**src/rtl/i2cte_pkg.sv**
```systemverilog
// shared types and constants for the i2c target byte engine
// no dependencies; imported by i2c_target_byte_engine
`default_nettype none

package i2cte_pkg;

    // default ring depths
    localparam int DEF_SEND_DEPTH = 16;
    localparam int DEF_RECV_DEPTH = 16;

    // shifter bit counts
    localparam logic [3:0] BITS_BYTE = 4'd8;
    localparam logic [3:0] BITS_ACK  = 4'd1;

    // item commands
    typedef enum logic [1:0] {
        CMD_START = 2'd0,
        CMD_SHIFT = 2'd1,
        CMD_PUSH  = 2'd2,
        CMD_POP   = 2'd3
    } t_cmd;

    // protocol phases
    typedef enum logic [2:0] {
        PH_CHECK_ADDR  = 3'd0,
        PH_SEND        = 3'd1,
        PH_REQ_REPLY   = 3'd2,
        PH_CHECK_REPLY = 3'd3,
        PH_REQ_DATA    = 3'd4,
        PH_GET_DATA    = 3'd5
    } t_phase;

endpackage

`default_nettype wire

```
**src/rtl/i2c_target_byte_engine.sv**
```systemverilog
// i2c target byte engine: protocol phase tracking plus transmit and receive rings
// depends on i2cte_pkg
`default_nettype none

// Each input beat is one event (start, shift complete, host push, host pop): the phase,
// ring pointers and shifter set-up update at the accepting edge and the result beat is
// ready in the next cycle. One beat per cycle is taken as long as the result register is
// free or being drained, so the result register's stall sets the rate. Each ring is an
// internal memory with one write port and one registered read port; a ring holds at most
// depth minus one bytes. The own address register is written through its own port,
// which is always ready; the user is to write it only while the block is idle, which
// the block itself does not enforce.
module i2c_target_byte_engine
    import i2cte_pkg::*;
#(
    parameter int SEND_DEPTH = DEF_SEND_DEPTH,
    parameter int RECV_DEPTH = DEF_RECV_DEPTH
) (
    input  wire        i_clk,
    input  wire        i_rst_n,
    // configuration
    input  wire        i_cfg_valid,
    output logic       o_cfg_ready,
    input  wire  [6:0] i_cfg_data,
    // input channel
    input  wire        i_in_valid,
    output logic       o_in_stall,
    input  wire  [1:0] i_cmd,
    input  wire  [7:0] i_bus_data,
    input  wire  [7:0] i_host_data,
    // output channel
    output logic       o_out_valid,
    input  wire        i_out_stall,
    output logic       o_sda_drive,
    output logic [7:0] o_drive_byte,
    output logic [3:0] o_shift_bits,
    output logic       o_bus_active,
    output logic [2:0] o_phase,
    output logic       o_tx_accepted,
    output logic [7:0] o_rx_data,
    output logic       o_rx_valid,
    output logic       o_rx_available,
    output logic       o_rx_overrun
);

    localparam int SPW = $clog2(SEND_DEPTH);
    localparam int RPW = $clog2(RECV_DEPTH);
    localparam logic [SPW-1:0] SEND_LAST = SPW'(SEND_DEPTH - 1);
    localparam logic [RPW-1:0] RECV_LAST = RPW'(RECV_DEPTH - 1);

    // state
    logic [6:0]     r_own_addr;
    t_phase         r_phase, n_phase;
    logic           r_engaged, n_engaged;
    logic [SPW-1:0] r_send_head, n_send_head, r_send_tail, n_send_tail;
    logic [RPW-1:0] r_recv_head, n_recv_head, r_recv_tail, n_recv_tail;
    logic           r_cur_sda, n_cur_sda;
    logic           r_cur_ring, n_cur_ring;
    logic [3:0]     r_cur_bits, n_cur_bits;
    logic           r_tx_ok, n_tx_ok;
    logic           r_rx_v, n_rx_v;
    logic           r_ovr, n_ovr;
    logic           r_out_valid;

    // rings and their read registers
    logic [7:0]     r_send_mem [SEND_DEPTH];
    logic [7:0]     r_recv_mem [RECV_DEPTH];
    logic [7:0]     r_send_rd;
    logic [7:0]     r_recv_rd;

    logic           w_acc;
    t_cmd           w_cmd;
    logic [SPW-1:0] w_send_head_inc, w_send_tail_inc;
    logic [RPW-1:0] w_recv_head_inc, w_recv_tail_inc;
    logic           w_send_avail, w_send_room, w_recv_avail, w_recv_room;
    logic           w_addr_match;
    logic           w_send_wr, w_send_rd, w_recv_wr, w_recv_rd;

    // handshakes
    assign o_cfg_ready = 1'b1;
    assign o_in_stall  = r_out_valid & i_out_stall;
    assign w_acc       = i_in_valid & ~o_in_stall;
    assign w_cmd       = t_cmd'(i_cmd);

    // ring pointer arithmetic, wrapping at the depth
    assign w_send_head_inc = (r_send_head == SEND_LAST) ? '0 : r_send_head + 1'b1;
    assign w_send_tail_inc = (r_send_tail == SEND_LAST) ? '0 : r_send_tail + 1'b1;
    assign w_recv_head_inc = (r_recv_head == RECV_LAST) ? '0 : r_recv_head + 1'b1;
    assign w_recv_tail_inc = (r_recv_tail == RECV_LAST) ? '0 : r_recv_tail + 1'b1;
    assign w_send_avail    = r_send_head != r_send_tail;
    assign w_send_room     = w_send_head_inc != r_send_tail;
    assign w_recv_avail    = r_recv_head != r_recv_tail;
    assign w_recv_room     = w_recv_head_inc != r_recv_tail;

    // general call or own address
    assign w_addr_match = (i_bus_data == 8'h00) || (i_bus_data[7:1] == r_own_addr);

    // next phase and engagement
    always_comb begin
        n_phase   = r_phase;
        n_engaged = r_engaged;
        case (w_cmd)
            CMD_START: begin
                n_engaged = 1'b1;
                n_phase   = PH_CHECK_ADDR;
            end
            CMD_SHIFT: begin
                if (r_engaged) begin
                    case (r_phase)
                        PH_CHECK_ADDR: begin
                            if (w_addr_match) begin
                                n_phase = i_bus_data[0] ? PH_SEND : PH_REQ_DATA;
                            end else begin
                                n_engaged = 1'b0;
                            end
                        end
                        PH_SEND: begin
                            if (w_send_avail) begin
                                n_phase = PH_REQ_REPLY;
                            end else begin
                                n_engaged = 1'b0;
                                n_phase   = PH_CHECK_ADDR;
                            end
                        end
                        PH_CHECK_REPLY: begin
                            if (i_bus_data == 8'h00 && w_send_avail) begin
                                n_phase = PH_REQ_REPLY;
                            end else begin
                                n_engaged = 1'b0;
                                n_phase   = PH_CHECK_ADDR;
                            end
                        end
                        PH_REQ_REPLY: n_phase = PH_CHECK_REPLY;
                        PH_REQ_DATA:  n_phase = PH_GET_DATA;
                        PH_GET_DATA:  n_phase = PH_REQ_DATA;
                        default: begin
                            n_engaged = 1'b0;
                            n_phase   = PH_CHECK_ADDR;
                        end
                    endcase
                end
            end
            default: begin
            end
        endcase
    end

    // shifter set-up, ring actions and per-beat flags
    always_comb begin
        n_cur_sda   = r_cur_sda;
        n_cur_ring  = r_cur_ring;
        n_cur_bits  = r_cur_bits;
        n_send_head = r_send_head;
        n_send_tail = r_send_tail;
        n_recv_head = r_recv_head;
        n_recv_tail = r_recv_tail;
        n_tx_ok     = 1'b0;
        n_rx_v      = 1'b0;
        n_ovr       = 1'b0;
        w_send_wr   = 1'b0;
        w_send_rd   = 1'b0;
        w_recv_wr   = 1'b0;
        w_recv_rd   = 1'b0;
        case (w_cmd)
            CMD_START: begin
                n_cur_sda  = 1'b0;
                n_cur_ring = 1'b0;
                n_cur_bits = BITS_BYTE;
            end
            CMD_SHIFT: begin
                if (r_engaged) begin
                    // idle set-up unless a case below overrides it
                    n_cur_sda  = 1'b0;
                    n_cur_ring = 1'b0;
                    n_cur_bits = BITS_BYTE;
                    case (r_phase)
                        PH_CHECK_ADDR: begin
                            if (w_addr_match) begin
                                n_cur_sda  = 1'b1;
                                n_cur_bits = BITS_ACK;
                            end
                        end
                        PH_SEND, PH_CHECK_REPLY: begin
                            if (w_send_avail &&
                                (r_phase == PH_SEND || i_bus_data == 8'h00)) begin
                                n_send_tail = w_send_tail_inc;
                                w_send_rd   = 1'b1;
                                n_cur_sda   = 1'b1;
                                n_cur_ring  = 1'b1;
                            end
                        end
                        PH_REQ_REPLY: begin
                            n_cur_bits = BITS_ACK;
                        end
                        PH_REQ_DATA: begin
                        end
                        PH_GET_DATA: begin
                            if (w_recv_room) begin
                                n_recv_head = w_recv_head_inc;
                                w_recv_wr   = 1'b1;
                            end else begin
                                n_ovr = 1'b1;
                            end
                            n_cur_sda  = 1'b1;
                            n_cur_bits = BITS_ACK;
                        end
                        default: begin
                        end
                    endcase
                end
            end
            CMD_PUSH: begin
                if (w_send_room) begin
                    n_send_head = w_send_head_inc;
                    w_send_wr   = 1'b1;
                    n_tx_ok     = 1'b1;
                end
            end
            CMD_POP: begin
                if (w_recv_avail) begin
                    n_recv_tail = w_recv_tail_inc;
                    w_recv_rd   = 1'b1;
                    n_rx_v      = 1'b1;
                end
            end
            default: begin
            end
        endcase
    end

    // own address register
    always_ff @(posedge i_clk) begin
        if (!i_rst_n) begin
            r_own_addr <= '0;
        end else if (i_cfg_valid && o_cfg_ready) begin
            r_own_addr <= i_cfg_data;
        end
    end

    // control state and result flags, updated per accepted beat
    always_ff @(posedge i_clk) begin
        if (!i_rst_n) begin
            r_phase     <= PH_CHECK_ADDR;
            r_engaged   <= 1'b0;
            r_send_head <= '0;
            r_send_tail <= '0;
            r_recv_head <= '0;
            r_recv_tail <= '0;
            r_cur_sda   <= 1'b0;
            r_cur_ring  <= 1'b0;
            r_cur_bits  <= BITS_BYTE;
            r_tx_ok     <= 1'b0;
            r_rx_v      <= 1'b0;
            r_ovr       <= 1'b0;
            r_out_valid <= 1'b0;
        end else begin
            if (w_acc) begin
                r_phase     <= n_phase;
                r_engaged   <= n_engaged;
                r_send_head <= n_send_head;
                r_send_tail <= n_send_tail;
                r_recv_head <= n_recv_head;
                r_recv_tail <= n_recv_tail;
                r_cur_sda   <= n_cur_sda;
                r_cur_ring  <= n_cur_ring;
                r_cur_bits  <= n_cur_bits;
                r_tx_ok     <= n_tx_ok;
                r_rx_v      <= n_rx_v;
                r_ovr       <= n_ovr;
            end
            // result beat held until taken
            if (w_acc) begin
                r_out_valid <= 1'b1;
            end else if (!i_out_stall) begin
                r_out_valid <= 1'b0;
            end
        end
    end

    // transmit ring
    always_ff @(posedge i_clk) begin
        if (w_acc && w_send_wr) begin
            r_send_mem[w_send_head_inc] <= i_host_data;
        end
        if (w_acc && w_send_rd) begin
            r_send_rd <= r_send_mem[w_send_tail_inc];
        end
    end

    // receive ring
    always_ff @(posedge i_clk) begin
        if (w_acc && w_recv_wr) begin
            r_recv_mem[w_recv_head_inc] <= i_bus_data;
        end
        if (w_acc && w_recv_rd) begin
            r_recv_rd <= r_recv_mem[w_recv_tail_inc];
        end
    end

    // result beat
    assign o_out_valid    = r_out_valid;
    assign o_sda_drive    = r_cur_sda;
    assign o_drive_byte   = r_cur_ring ? r_send_rd : 8'h00;
    assign o_shift_bits   = r_cur_bits;
    assign o_bus_active   = r_engaged;
    assign o_phase        = r_phase;
    assign o_tx_accepted  = r_tx_ok;
    assign o_rx_data      = r_rx_v ? r_recv_rd : 8'h00;
    assign o_rx_valid     = r_rx_v;
    assign o_rx_available = r_recv_head != r_recv_tail;
    assign o_rx_overrun   = r_ovr;

endmodule

`default_nettype wire
```
**config.mk**
```make
export PLATFORM = sky130hd
export DESIGN_NAME = i2c_target_byte_engine
export DESIGN_NICKNAME = d
export VERILOG_FILES = /design/src/rtl/i2cte_pkg.sv /design/src/rtl/i2c_target_byte_engine.sv
export SDC_FILE = /design/constraint.sdc
export NUM_CORES = 1
export LEC_CHECK = 0
export BUFFER_PORTS_ARGS = -buffer_cell sky130_fd_sc_hd__buf_2
export CORE_MARGIN = 4
export CORE_UTILIZATION = 40
export CTS_CLUSTER_DIAMETER = 40
export DETAILED_ROUTE_END_ITERATION = 10
export GPL_TIMING_DRIVEN = 0
export REMOVE_ABC_BUFFERS = 1
export SYNTH_ARGS = -nofsm -noshare
export SYNTH_HDL_FRONTEND = slang
export SYNTH_SLANG_ARGS = --single-unit
```
**constraint.sdc**
```tcl
create_clock -name i_clk -period 2.2 [get_ports i_clk]
set_input_delay 0.11 -clock i_clk [delete_from_list [all_inputs] [get_ports i_clk]]
set_output_delay 0.11 -clock i_clk [all_outputs]
set_load 0.01 [all_outputs]
```
==> impl_metrics.yaml <==
outcome:
  status: "complete, but fails checks"
  violations: "negative setup slack"
cts:
  numCtsBuffers: 40
  insertion_delay_ns: 0.52
  cts_tree: "done"
  htreeDepth: 2
  ctsLongestPathBuffers: 3
  clock_tree.root_cell: "clkbuf_16"
  cts.sinks: 307
  clk_pin_slew_ns: 0.06
synth:
  synthCells: 737
  synth_top_cell_area_share: 0.634
  synth_most_common_cell: "edfxtp_1"
  ys_async_sr_fraction: 0
  yosys.area.top_type: "edfxtp_1"
  synthDistinctLibCells: 55
  synthesis.area_um2: 12900
  ys.flop_type: "edfxtp_1"
  seq_area_frac_synth: 0.688
  yosys_warnings: 0
  synth_common_cells: "edfxtp_1, mux4_2, dfxtp_1"
  synth_top_cells_by_area: "edfxtp_1, mux4_2, dfxtp_1"
  syn-mean-instance-area_um2: 17.5
  ys_ff_latch: 307
  synth_edf_count: 272
finish:
  fin_nets: 901
  syn_to_final_growth_pct: 23.0
  seq_area_um2: 8900
  n_fill_cell: 2525
  finalNonFillerCells: 1292
  drive_gt1_frac: 0.342
  diodes: 0
  post-route-util: 0.501
  multi_input_area_um2: 4070
place:
  hpwl_um: 17000
  dp_cells: 1161
  port_buffers: 58
  routabilityCongestion: 0.807
worst_setup_path:
  worstSetupPathType: "reg2reg"
  ff2ff_path_depth: 5
  end_kind: "flop"
  r2r_slack_ns: -0.07
  critPathLaunchType: "flop"
  crit_start: "r_send_tail[0]"
  path_max_fanout: 5
  reg2reg_from: "r_send_tail[0]"
  required_ns: 2.44
  timing.rr.end: "r_send_rd[7]"
  cp.arrival_ns: 2.52
timing:
  layout_min_cycle_time_ns: 2.27
  rsz0062_at_grt: "yes"
  hold_violations: 0
  slew_viol_final: 0
  setup_viol: 1
  period_share: 1.03
  worstMarginPinSlew_ns: 0.818
  slew_headroom: 0.452
  setup_ws_ns: -0.0739
  finClkSkew_ns: 0.0145
  fmax_mhz: 440
  holdWs_ns: 0.0184
floorplan:
  row_count: 65
  die_x_um: 187
  pin_count: 62
  start_util: 0.407
  fp.dieH_um: 187
  dieArea_um2: 35100
  core_area_um2: 31600
pwr:
  power.density_nw_per_um2: 827
  leakage_nw: 5.41
  peakVddDrop_v: 0.000464
drt:
  vias_per_cell: 5.50
  post-route-drc-count: 0
  via_count: 7108
  wl_um: 28500
  drtIter0Drc: 644
  avgRoutedWirePerCell_um: 22.1
  dr.pass1.iters: 5
  drtAntennaViolNets: 0
grt:
  grt_pass1_wl_um: 43800
  global_route.usage.met3: 0.0267
  overflow: 0
  antenna_found_initial: 0
  grt_use_total: 0.161
  grt_use_met2: 0.253
  first_global_vias: 7290
  gr-usage-met1: 0.237
  top_usage_layer: "met2"
  grt_max_degree: 32
min_path:
  hold_depth: 3
  hp-class: "in2reg"
  worstHoldStart: "i_cfg_valid"
  holdPathEnd: "r_own_addr[4]"
flow_run:
  cap_violations: 0
-- cell type report --
type / count / share of cell area
flip-flops and latches: 307 / 0.562
multi-input cells: 378 / 0.257
clock buffers: 48 / 0.0677
repair buffers: 117 / 0.0612
well taps: 402 / 0.0317
clock inverters: 25 / 0.0172
inverters: 15 / 0.00379
-- logic make-up (layout without fill, tap and decap cells) --
family | Yosys count | in the layout | synth area share
flip-flops | 307 | 307 | 0.688
AND/OR/NAND/NOR | 153 | 153 | 0.0627
multiplexers | 97 | 97 | 0.143
AO/OA/AOI/OAI | 82 | 85 | 0.0501
buffers and inverters | 56 | 205 | 0.0239
XOR/XNOR | 28 | 28 | 0.0190
adder cells (fa/ha/maj) | 12 | 12 | 0.0117
other | 2 | 3 | 0.000583
-- critical path, cell delays in order (launching register included) --
cell     delay (ns)
dfxtp_4        0.36
buf_12         0.13
ha_4           0.16
a31oi_4        0.30
mux4_2         0.55
mux4_2         0.49
-- registers in the layout, summed over array words and instances (netlist names) --
name / count
r_cur_ring: 1
r_send_tail: 4
o_shift_bits: 2
r_recv_head: 4
o_rx_overrun: 1
r_recv_mem: 128
o_tx_accepted: 1
r_send_rd: 8
r_recv_rd: 8
o_bus_active: 1
r_send_mem: 128
o_rx_valid: 1
o_sda_drive: 1
o_phase: 3
r_own_addr: 7
r_recv_tail: 4
o_out_valid: 1
r_send_head: 4
-- layer usage --
metal | share of wire | vias to the layer above
met5 | 0 | -
met4 | 0.019 | 0
met3 | 0.055 | 49
met2 | 0.47 | 229
met1 | 0.46 | 3626
li1 | - | 3204
-- power by group --
group / internal (mW) / total [mW] / switching (mW) / leakage [nW]
logic: 0.0942 / 0.260 / 0.165 / 2.02
registers: 6.34 / 6.35 / 0.0128 / 2.74
clock network: 4.00 / 6.49 / 2.49 / 0.656
-- worst max-delay path by stage --
stage / end / cells past startpoint
3_3_place_gp: r_send_rd[0] / 3
2_1_floorplan: r_send_rd[0] / 3
6_report: r_send_rd[7] / 5
4_1_cts: r_send_rd[7] / 5
3_5_place_dp: r_send_rd[0] / 4
5_1_grt: r_send_rd[7] / 5
-- through the flow --
stage	TNS [ns]	power [mW]	cell area, µm²	setup WS [ns]
final	-0.0739	13.1	15800	-0.0739
after global routing	-0.332	13.5	15800	-0.126
after CTS	-0.270	13.2	15600	-0.0750
after detailed placement	-189.55	6.70	13500	-0.851
after global placement	-452.06	6.69	13400	-2.57
after floorplan	-173.61	6.56	12600	-1.38
-- cell usage in the layout (no fill, tap or decap), drive strengths merged, types with 5 or more instances in the layout --
master,Yosys,final
dfxtp,35,35
xnor2,12,12
edfxtp,272,272
a21oi,19,21
nand2,31,31
nand2b,5,5
nor3,6,6
mux2i,29,29
nor2,24,24
ha,12,12
o21ai,10,11
inv,15,21
mux4,68,68
nand3,15,15
a22oi,12,12
buf,27,96
dlygate4sd3,0,19
xor2,16,16
nor2b,6,6
clkbuf,14,49
and2,19,19
clkinv,0,13
a31oi,9,9
and3,35,35
-- repair_timing --
action | CTS | global route
endpoints found under the hold margin | 148 | 0
setup buffers | 19 | 15
hold buffers | 19 | 0
pin swaps | 8 | 12
gates cloned | 4 | 1
gates resized for setup | 100 | 16
endpoints found under the setup margin | 286 | 245
(Power assumes the default switching activity.)
